File: src/sv/rexu_pkg.sv
// ----------------------------------------------------------------------------
// rexu_pkg
// shared types and constants for the execute unit with condition flags
// ----------------------------------------------------------------------------
package rexu_pkg;

  localparam int unsigned DATA_W = 32;
  localparam int unsigned OP_W   = 5;

  localparam logic [DATA_W-1:0] PTR_STEP = DATA_W'(4);

  typedef enum logic [OP_W-1:0] {
    OP_ADD    = 5'd0,
    OP_SUB    = 5'd1,
    OP_MUL    = 5'd2,
    OP_AND    = 5'd3,
    OP_OR     = 5'd4,
    OP_XOR    = 5'd5,
    OP_ADDL   = 5'd6,
    OP_SUBL   = 5'd7,
    OP_MOVC   = 5'd8,
    OP_LOAD   = 5'd9,
    OP_LOADP  = 5'd10,
    OP_STORE  = 5'd11,
    OP_STOREP = 5'd12,
    OP_JALR   = 5'd13,
    OP_JUMP   = 5'd14,
    OP_BZ     = 5'd15,
    OP_BNZ    = 5'd16,
    OP_BP     = 5'd17,
    OP_BNP    = 5'd18,
    OP_BN     = 5'd19,
    OP_BNN    = 5'd20,
    OP_CMP    = 5'd21,
    OP_CML    = 5'd22,
    OP_NOP    = 5'd23,
    OP_HALT   = 5'd24
  } op_e;

  typedef struct packed {
    logic zero;
    logic positive;
    logic negative;
  } flags_t;

  typedef struct packed {
    logic   en;
    flags_t val;
  } flag_upd_t;

  typedef struct packed {
    logic [OP_W-1:0]          op;
    logic signed [DATA_W-1:0] first_value;
    logic signed [DATA_W-1:0] second_value;
    logic signed [DATA_W-1:0] immediate;
    logic signed [DATA_W-1:0] instr_address;
  } in_item_t;

  typedef struct packed {
    logic signed [DATA_W-1:0] result_value;
    logic signed [DATA_W-1:0] mem_address;
    logic signed [DATA_W-1:0] updated_pointer;
    logic                     redirect;
    logic signed [DATA_W-1:0] redirect_target;
    logic                     zero_out;
    logic                     positive_out;
    logic                     negative_out;
  } out_item_t;

endpackage

File: src/sv/rexu_in_if.sv
// ----------------------------------------------------------------------------
// rexu_in_if
// instruction channel: valid/ready handshake carrying one decoded instruction
// ----------------------------------------------------------------------------
interface rexu_in_if import rexu_pkg::*; ();

  logic                     valid;
  logic                     ready;
  logic [OP_W-1:0]          op;
  logic signed [DATA_W-1:0] first_value;
  logic signed [DATA_W-1:0] second_value;
  logic signed [DATA_W-1:0] immediate;
  logic signed [DATA_W-1:0] instr_address;

  modport source (
    output valid, op, first_value, second_value, immediate, instr_address,
    input  ready
  );

  modport sink (
    input  valid, op, first_value, second_value, immediate, instr_address,
    output ready
  );

endinterface

File: src/sv/rexu_out_if.sv
// ----------------------------------------------------------------------------
// rexu_out_if
// result channel: valid/ready handshake carrying one execute result
// ----------------------------------------------------------------------------
interface rexu_out_if import rexu_pkg::*; ();

  logic                     valid;
  logic                     ready;
  logic signed [DATA_W-1:0] result_value;
  logic signed [DATA_W-1:0] mem_address;
  logic signed [DATA_W-1:0] updated_pointer;
  logic                     redirect;
  logic signed [DATA_W-1:0] redirect_target;
  logic                     zero_out;
  logic                     positive_out;
  logic                     negative_out;

  modport source (
    output valid, result_value, mem_address, updated_pointer, redirect,
           redirect_target, zero_out, positive_out, negative_out,
    input  ready
  );

  modport sink (
    input  valid, result_value, mem_address, updated_pointer, redirect,
           redirect_target, zero_out, positive_out, negative_out,
    output ready
  );

endinterface

File: src/sv/rexu_flags.sv
// ----------------------------------------------------------------------------
// rexu_flags
// zero, positive and negative condition flag register
// ----------------------------------------------------------------------------
module rexu_flags import rexu_pkg::*; (
  input  logic      clk_i,
  input  logic      rst_ni,
  input  flag_upd_t upd_i,
  output flags_t    flags_o
);

  flags_t flags_q;
  flags_t flags_d;

  always_comb begin
    flags_d = flags_q;
    if (upd_i.en) begin
      flags_d = upd_i.val;
    end
  end

  always_ff @(posedge clk_i or negedge rst_ni) begin
    if (!rst_ni) begin
      flags_q <= '0;
    end else begin
      flags_q <= flags_d;
    end
  end

  assign flags_o = flags_q;

endmodule

File: src/sv/rexu_alu.sv
// ----------------------------------------------------------------------------
// rexu_alu
// single-pass execute logic: alu, address generation, branch resolution
// ----------------------------------------------------------------------------
module rexu_alu import rexu_pkg::*; (
  input  in_item_t  item_i,
  input  flags_t    flags_i,
  output out_item_t res_o,
  output flag_upd_t upd_o
);

  logic [DATA_W-1:0] a;
  logic [DATA_W-1:0] b;
  logic [DATA_W-1:0] imm;
  logic [DATA_W-1:0] pc;
  logic [DATA_W-1:0] res;
  logic [DATA_W-1:0] addr;
  logic [DATA_W-1:0] ptr;
  logic [DATA_W-1:0] target;
  logic              redir;
  logic              take;
  logic              set_val;
  logic              set_cmp;
  logic              cmp_gt;
  logic              cmp_eq;
  logic              lit_gt;
  logic              lit_eq;
  flags_t            val_flags;
  flags_t            new_flags;
  op_e               op;

  assign a   = item_i.first_value;
  assign b   = item_i.second_value;
  assign imm = item_i.immediate;
  assign pc  = item_i.instr_address;
  assign op  = op_e'(item_i.op);

  assign cmp_gt = item_i.first_value > item_i.second_value;
  assign cmp_eq = a == b;
  assign lit_gt = item_i.first_value > item_i.immediate;
  assign lit_eq = a == imm;

  always_comb begin
    res     = '0;
    addr    = '0;
    ptr     = '0;
    target  = '0;
    redir   = 1'b0;
    take    = 1'b0;
    set_val = 1'b0;
    set_cmp = 1'b0;
    case (op)
      OP_ADD: begin
        res     = a + b;
        set_val = 1'b1;
      end
      OP_SUB: begin
        res     = a - b;
        set_val = 1'b1;
      end
      OP_MUL: begin
        res     = a * b;
        set_val = 1'b1;
      end
      OP_AND: begin
        res     = a & b;
        set_val = 1'b1;
      end
      OP_OR: begin
        res     = a | b;
        set_val = 1'b1;
      end
      OP_XOR: begin
        res     = a ^ b;
        set_val = 1'b1;
      end
      OP_ADDL: begin
        res     = a + imm;
        set_val = 1'b1;
      end
      OP_SUBL: begin
        res     = a - imm;
        set_val = 1'b1;
      end
      OP_MOVC:  res = imm;
      OP_LOAD:  addr = a + imm;
      OP_LOADP: begin
        addr = a + imm;
        ptr  = a + PTR_STEP;
      end
      OP_STORE: addr = b + imm;
      OP_STOREP: begin
        addr = b + imm;
        ptr  = b + PTR_STEP;
      end
      OP_JALR: begin
        res    = pc + PTR_STEP;
        redir  = 1'b1;
        target = a + imm;
      end
      OP_JUMP: begin
        redir  = 1'b1;
        target = a + imm;
      end
      OP_BZ:   take = flags_i.zero;
      OP_BNZ:  take = !flags_i.zero;
      OP_BP:   take = flags_i.positive;
      OP_BNP:  take = !flags_i.positive;
      OP_BN:   take = flags_i.negative;
      OP_BNN:  take = !flags_i.negative;
      OP_CMP:  set_cmp = 1'b1;
      OP_CML:  set_cmp = 1'b1;
      default: ;
    endcase
    if (take) begin
      redir  = 1'b1;
      target = pc + imm;
    end
  end

  // flags from an alu result read as signed
  always_comb begin
    val_flags.zero     = res == '0;
    val_flags.positive = (res != '0) && !res[DATA_W-1];
    val_flags.negative = res[DATA_W-1];
  end

  always_comb begin
    new_flags = flags_i;
    if (set_val) begin
      new_flags = val_flags;
    end else if (set_cmp) begin
      if (op == OP_CMP) begin
        new_flags.zero     = cmp_eq;
        new_flags.positive = cmp_gt;
        new_flags.negative = !cmp_gt && !cmp_eq;
      end else begin
        new_flags.zero     = lit_eq;
        new_flags.positive = lit_gt;
        new_flags.negative = !lit_gt && !lit_eq;
      end
    end
  end

  assign upd_o.en  = set_val || set_cmp;
  assign upd_o.val = new_flags;

  always_comb begin
    res_o.result_value    = res;
    res_o.mem_address     = addr;
    res_o.updated_pointer = ptr;
    res_o.redirect        = redir;
    res_o.redirect_target = target;
    res_o.zero_out        = new_flags.zero;
    res_o.positive_out    = new_flags.positive;
    res_o.negative_out    = new_flags.negative;
  end

endmodule

File: src/sv/risc_execute_unit_with_flags_top.sv
// ----------------------------------------------------------------------------
// risc_execute_unit_with_flags_top
// execute stage of a small in-order risc core with condition flags
// ----------------------------------------------------------------------------
// Channels: in_i takes one decoded instruction per beat (op, two register
// values, immediate, instruction address); res_o gives one result beat per
// instruction, in order: alu value, memory address, updated pointer,
// redirect and target, and the flags after the instruction.
// Path: a beat accepted on in_i is held in the instruction register, executed
// in one pass of logic and held in the result register, which drives res_o.
// Throughput: one instruction per cycle unless res_o stalls, bounded by the
// multiplier and the adders between instruction and result registers. The
// flag register is written as the instruction moves into the result
// register, so the next instruction's branch sees the new flags at once.
// Reset: both stages empty, flags zero, in_i ready.
// Stall: when res_o is held off, the result register keeps its beat, the
// instruction register fills once more and then in_i.ready drops until the
// result is taken; no beat is lost or repeated.
// ----------------------------------------------------------------------------
module risc_execute_unit_with_flags_top import rexu_pkg::*; (
  input  logic  clk_i,
  input  logic  rst_ni,
  rexu_in_if.sink    in_i,
  rexu_out_if.source res_o
);

  in_item_t  s1_q;
  in_item_t  s1_d;
  logic      s1_valid_q;
  logic      s1_valid_d;
  out_item_t out_q;
  out_item_t out_d;
  logic      out_valid_q;
  logic      out_valid_d;
  logic      in_beat;
  logic      advance;
  flags_t    flags;
  flag_upd_t alu_upd;
  flag_upd_t flag_upd;

  assign advance   = s1_valid_q && (!out_valid_q || res_o.ready);
  assign in_i.ready = !s1_valid_q || advance;
  assign in_beat   = in_i.valid && in_i.ready;

  always_comb begin
    s1_d.op            = in_i.op;
    s1_d.first_value   = in_i.first_value;
    s1_d.second_value  = in_i.second_value;
    s1_d.immediate     = in_i.immediate;
    s1_d.instr_address = in_i.instr_address;
  end

  always_comb begin
    s1_valid_d = s1_valid_q;
    if (in_beat) begin
      s1_valid_d = 1'b1;
    end else if (advance) begin
      s1_valid_d = 1'b0;
    end
  end

  always_comb begin
    out_valid_d = out_valid_q;
    if (advance) begin
      out_valid_d = 1'b1;
    end else if (res_o.ready) begin
      out_valid_d = 1'b0;
    end
  end

  rexu_alu u_alu (
    .item_i  (s1_q),
    .flags_i (flags),
    .res_o   (out_d),
    .upd_o   (alu_upd)
  );

  assign flag_upd.en  = alu_upd.en && advance;
  assign flag_upd.val = alu_upd.val;

  rexu_flags u_flags (
    .clk_i   (clk_i),
    .rst_ni  (rst_ni),
    .upd_i   (flag_upd),
    .flags_o (flags)
  );

  always_ff @(posedge clk_i or negedge rst_ni) begin
    if (!rst_ni) begin
      s1_valid_q  <= 1'b0;
      out_valid_q <= 1'b0;
    end else begin
      s1_valid_q  <= s1_valid_d;
      out_valid_q <= out_valid_d;
    end
  end

  always_ff @(posedge clk_i) begin
    if (in_beat) begin
      s1_q <= s1_d;
    end
    if (advance) begin
      out_q <= out_d;
    end
  end

  assign res_o.valid           = out_valid_q;
  assign res_o.result_value    = out_q.result_value;
  assign res_o.mem_address     = out_q.mem_address;
  assign res_o.updated_pointer = out_q.updated_pointer;
  assign res_o.redirect        = out_q.redirect;
  assign res_o.redirect_target = out_q.redirect_target;
  assign res_o.zero_out        = out_q.zero_out;
  assign res_o.positive_out    = out_q.positive_out;
  assign res_o.negative_out    = out_q.negative_out;

  // at most one condition flag is ever set
  a_flags_onehot0: assert property (@(posedge clk_i) disable iff (!rst_ni)
    $onehot0(flags))
    else $error("more than one condition flag set");

  // flags only move when an instruction leaves the execute register
  a_flags_hold: assert property (@(posedge clk_i) disable iff (!rst_ni)
    !advance |=> $stable(flags))
    else $error("flags changed without an executed instruction");

  // a blocked instruction stays in the execute register unchanged
  a_s1_hold: assert property (@(posedge clk_i) disable iff (!rst_ni)
    s1_valid_q && !advance |=> s1_valid_q && $stable(s1_q))
    else $error("execute register lost a blocked instruction");

  // no target without a redirect
  a_target_zero: assert property (@(posedge clk_i) disable iff (!rst_ni)
    out_valid_q && !out_q.redirect |-> out_q.redirect_target == '0)
    else $error("redirect target set without redirect");

endmodule
File: src/flat_wrapper.sv
// flat-port wrapper written by rule: the top's interface ports become plain ports
module risc_execute_unit_with_flags_top_flat import rexu_pkg::*;
  (clk_i, rst_ni, in_i_valid, in_i_op, in_i_first_value, in_i_second_value, in_i_immediate, in_i_instr_address, in_i_ready, res_o_valid, res_o_result_value, res_o_mem_address, res_o_updated_pointer, res_o_redirect, res_o_redirect_target, res_o_zero_out, res_o_positive_out, res_o_negative_out, res_o_ready);
  rexu_in_if in_i_i ();
  rexu_out_if res_o_i ();
  input  logic clk_i;
  input  logic rst_ni;
  input wire logic [$bits(in_i_i.valid)-1:0] in_i_valid;
  input wire logic [$bits(in_i_i.op)-1:0] in_i_op;
  input wire logic [$bits(in_i_i.first_value)-1:0] in_i_first_value;
  input wire logic [$bits(in_i_i.second_value)-1:0] in_i_second_value;
  input wire logic [$bits(in_i_i.immediate)-1:0] in_i_immediate;
  input wire logic [$bits(in_i_i.instr_address)-1:0] in_i_instr_address;
  output wire logic [$bits(in_i_i.ready)-1:0] in_i_ready;
  output wire logic [$bits(res_o_i.valid)-1:0] res_o_valid;
  output wire logic [$bits(res_o_i.result_value)-1:0] res_o_result_value;
  output wire logic [$bits(res_o_i.mem_address)-1:0] res_o_mem_address;
  output wire logic [$bits(res_o_i.updated_pointer)-1:0] res_o_updated_pointer;
  output wire logic [$bits(res_o_i.redirect)-1:0] res_o_redirect;
  output wire logic [$bits(res_o_i.redirect_target)-1:0] res_o_redirect_target;
  output wire logic [$bits(res_o_i.zero_out)-1:0] res_o_zero_out;
  output wire logic [$bits(res_o_i.positive_out)-1:0] res_o_positive_out;
  output wire logic [$bits(res_o_i.negative_out)-1:0] res_o_negative_out;
  input wire logic [$bits(res_o_i.ready)-1:0] res_o_ready;
  assign in_i_i.valid = in_i_valid;
  assign in_i_i.op = in_i_op;
  assign in_i_i.first_value = in_i_first_value;
  assign in_i_i.second_value = in_i_second_value;
  assign in_i_i.immediate = in_i_immediate;
  assign in_i_i.instr_address = in_i_instr_address;
  assign in_i_ready = in_i_i.ready;
  assign res_o_valid = res_o_i.valid;
  assign res_o_result_value = res_o_i.result_value;
  assign res_o_mem_address = res_o_i.mem_address;
  assign res_o_updated_pointer = res_o_i.updated_pointer;
  assign res_o_redirect = res_o_i.redirect;
  assign res_o_redirect_target = res_o_i.redirect_target;
  assign res_o_zero_out = res_o_i.zero_out;
  assign res_o_positive_out = res_o_i.positive_out;
  assign res_o_negative_out = res_o_i.negative_out;
  assign res_o_i.ready = res_o_ready;
  risc_execute_unit_with_flags_top u_core (.clk_i(clk_i), .rst_ni(rst_ni), .in_i(in_i_i), .res_o(res_o_i));
endmodule
File: config.mk
export PLATFORM = sky130hd
export DESIGN_NAME = risc_execute_unit_with_flags_top_flat
export DESIGN_NICKNAME = d
export VERILOG_FILES = /design/src/sv/rexu_pkg.sv /design/src/sv/rexu_in_if.sv /design/src/sv/rexu_out_if.sv /design/src/sv/rexu_flags.sv /design/src/sv/rexu_alu.sv /design/src/sv/risc_execute_unit_with_flags_top.sv /design/src/flat_wrapper.sv
export SDC_FILE = /design/constraint.sdc
export NUM_CORES = 2
export LEC_CHECK = 0
export BUFFER_PORTS_ARGS = -buffer_cell sky130_fd_sc_hd__buf_2
export CAP_MARGIN = 20
export CORE_ASPECT_RATIO = 0.75
export CORE_MARGIN = 1
export CORE_UTILIZATION = 50
export CTS_CLUSTER_SIZE = 16
export DETAILED_ROUTE_END_ITERATION = 8
export PLACE_DENSITY = 0.68
export SLEW_MARGIN = 20
export SYNTH_ARGS = -nofsm -noshare
export SYNTH_HDL_FRONTEND = slang
export SYNTH_SLANG_ARGS = --single-unit
File: constraint.sdc
create_clock -name clk_i -period 23.4 [get_ports clk_i]
set_input_delay 4.68 -clock clk_i [delete_from_list [all_inputs] [get_ports clk_i]]
set_output_delay 4.68 -clock clk_i [all_outputs]
set_load 0.02 [all_outputs]
==> results.md <==
* Status: completed
* Hold Violations, Final at 0
* Final setup vio count at 0
* Routed vias at 36.7k
* Antenna violations before repair at 8
* Die Y at ~250 µm
* Final min period at approximately 11 ns
* Fillers at slightly above 7k
* Post_cts resized at 0
* Worst-path fanout max at 21
* Max Cap Viol at 0
* Register area at slightly above 8000 µm²
* Area of all placed cells without fillers at around 43000 µm²
* Slew @ Worst Pin at roughly 1.2 ns
* Setup CP Type: register to register
* Worst-path clk slew at roughly 0.070 ns
* CTS root buffer: clkbuf_16
* CORE AREA at 77500 µm²
* GPL Wtd Cong at ~1.0
* CTS tree: yes
* Post-synthesis sequential area ratio at 0.205
* IO Port Bufs at 270
* F_max at about 95 MHz
* Nets at 5566
* WL per Instance at about 29 µm
* Final wirelength at between 150000 and 200000 µm
* Synth cell types at 95
* Die area at approximately 80000 µm²
* DRC at 0
* Clock Sinks at 270
* Post-route ant nets at 0
* Syn Nets at approximately 5.4k
* Number of synthesized flops with an enable pin at roughly 270
* Initial core utilization at 0.509
* Slew Viols, Final at 0
* Mapped Cells at ~4.5k
* Max_slew headroom at 0.205
* Yosys warns at 0
* Grt total ovfl at 0
* Top_reg_cell synth: edfxtp_1
* DP Area at between 40000 and 50000 µm²
* Sum of negative setup slack at 0 ns
* Unrepaired setup endpoints after global routing: false
* Period utilization at 0.452
* Iteration-0 DRC Markers at 4558
* Setup slack, reg-to-reg at around 13 ns
* Fraction of layout cells with a size suffix above 1 at 0.104
* Num rows at 88
* Finished Core Util at 0.554
* Setup crit end kind: register
* CP arrival at about 11 ns
* Critical Path RT at between 20 and 25 ns
* Skew final at 0.0219 ns
* Asr flop ratio synth at 0.0185
* GR Util All Layers at 0.407
* Commonest non-fill, non-tap cell in the layout: inv_1
* # Post-CTS Setup Buffers at 0
* Multi-input logic area at 28400 µm²
* P&R area growth vs syn at 8.84%
* Worst hold path class: register to register
* First-pass GRT wire length at about 240000 µm
* Post-CTS Hold Buffers at 0
* Mean Syn Cell Area at 8.77 µm²
* Post-DP HPWL at between 100000 and 150000 µm
* Synthesized flop and latch total at 270
* CTS max path bufs at 3
* First-pass detailed-route iteration total at 6
* Ports at about 270
* Die width at about 330 µm
* Nature of the critical path startpoint: register
* H-Tree Depth at 1
* Number of global-route vias before repair at between 30k and 40k
* CTS buffer count at 29
* Mapped Area at roughly 39000 µm²
* Skew-Pair Late Insertion Delay at between 0.6 and 0.7 ns
* Via/cell ratio at between 6 and 7
* Largest net degree at the start of global routing at 85
* Most frequent cells in the layout: inv_1, nor2_1, fa_1
-- routing by layer --
layer,routed length [µm],part of all wire,up-vias,track usage
met5,34,0.00021,-,0
met4,8720,0.053,4,0.171
met3,20100,0.12,468,0.113
met2,67800,0.41,2406,0.585
met1,68800,0.42,18000,0.574
li1,-,-,15800,-
-- sequential cells by signal, indices dropped and copies added (netlist names) --
| signal | flops |
|---|---|
| u_core.res_o.redirect | 1 |
| u_core.res_o.negative_out | 1 |
| u_core.res_o.positive_out | 1 |
| u_core.u_flags.flags_o | 3 |
| u_core.res_o.updated_pointer | 32 |
| u_core.res_o.redirect_target | 32 |
| u_core.s1_q | 133 |
| u_core.res_o.mem_address | 32 |
| u_core.s1_valid_q | 1 |
| u_core.res_o.result_value | 32 |
| u_core.res_o.zero_out | 1 |
| u_core.res_o.valid | 1 |
-- worst paths after layout --
check,start,to,depth (start not counted)
max,u_core.s1_q[68],u_core.res_o.zero_out,27
min,u_core.s1_valid_q,u_core.res_o.valid,1
max reg2reg,u_core.s1_q[68],u_core.res_o.zero_out,27
min reg2reg,u_core.s1_valid_q,u_core.res_o.valid,1
max in group asynchronous,rst_ni,u_core.res_o.valid,1
min in group asynchronous,rst_ni,u_core.u_flags.flags_o[2],1
-- kinds of logic after synthesis --
| logic type | after synthesis | synth area share |
|---|---|---|
| xor+xnor | 270 | 0.0599 |
| buf+inv | 789 | 0.0764 |
| fa+ha+maj | 760 | 0.320 |
| simple gates | 1434 | 0.167 |
| mux | 32 | 0.00833 |
| flops | 270 | 0.205 |
| compound gates | 947 | 0.164 |
-- cell usage after synthesis, drive strengths merged, types with 30 or more instances --
cell,count,area share
edfxtp,265,0.20
nand2,404,0.038
inv,546,0.052
buf,54,0.0066
nor3,83,0.011
xnor2,198,0.044
a31oi,30,0.0049
o31ai,35,0.0067
xor2,72,0.016
a211oi,39,0.0075
a21oi,196,0.025
clkbuf,170,0.016
nor2b,30,0.0048
a21o,69,0.013
nand4,45,0.0071
nor4,37,0.0063
ha,346,0.11
o211ai,38,0.0072
o21ai,141,0.018
fa,414,0.21
nand2b,50,0.0079
or3,37,0.0059
nand3,96,0.012
nor2,528,0.050
o22ai,107,0.017
-- stage by stage --
stage               hold WS [ns]  worst slack, ns  std cells
global route               0.532            12.62       5727
floorplan                  0.457            13.76       4502
global placement           0.470            13.08       5672
finish                     0.504            12.83       5729
detailed placement         0.492            13.37       5672
CTS                        0.505            13.30       5726
-- worst max-delay path, stage by stage (launching register included) --
cell       delay, ns
edfxtp_1        0.37
buf_4           0.25
inv_1           0.90
nor2_1          0.13
fa_1            0.52
inv_1           0.05
fa_1            0.49
fa_1            0.45
fa_1            0.56
inv_1           0.05
ha_1            0.28
ha_1            0.29
fa_1            0.50
fa_1            0.43
ha_1            0.38
a211oi_1        0.31
o31ai_1         0.12
a21oi_1         0.44
a21oi_1         0.24
o31ai_1         0.74
xor2_1          0.24
nor2_1          0.12
or4_1           0.47
a2111oi_0       0.89
nor4bb_1        0.41
nand4b_1        0.37
o21ai_1         0.29
a21o_1          0.12
-- cell type report --
| cell class | instances | area share |
|---|---|---|
| Inverter | 565 | 0.0495 |
| Multi-Input combinational cell | 3443 | 0.661 |
| Timing Repair Buffer | 360 | 0.0476 |
| Antenna cell | 2 | 0.000116 |
| Tap cell | 1035 | 0.0301 |
| Sequential cell | 270 | 0.188 |
| Clock buffer | 35 | 0.0176 |
| Clock inverter | 19 | 0.00559 |
Power is left out: the tool's default activity adds up to more than one toggle a clock period on the data nets, which glitch-free logic cannot reach.
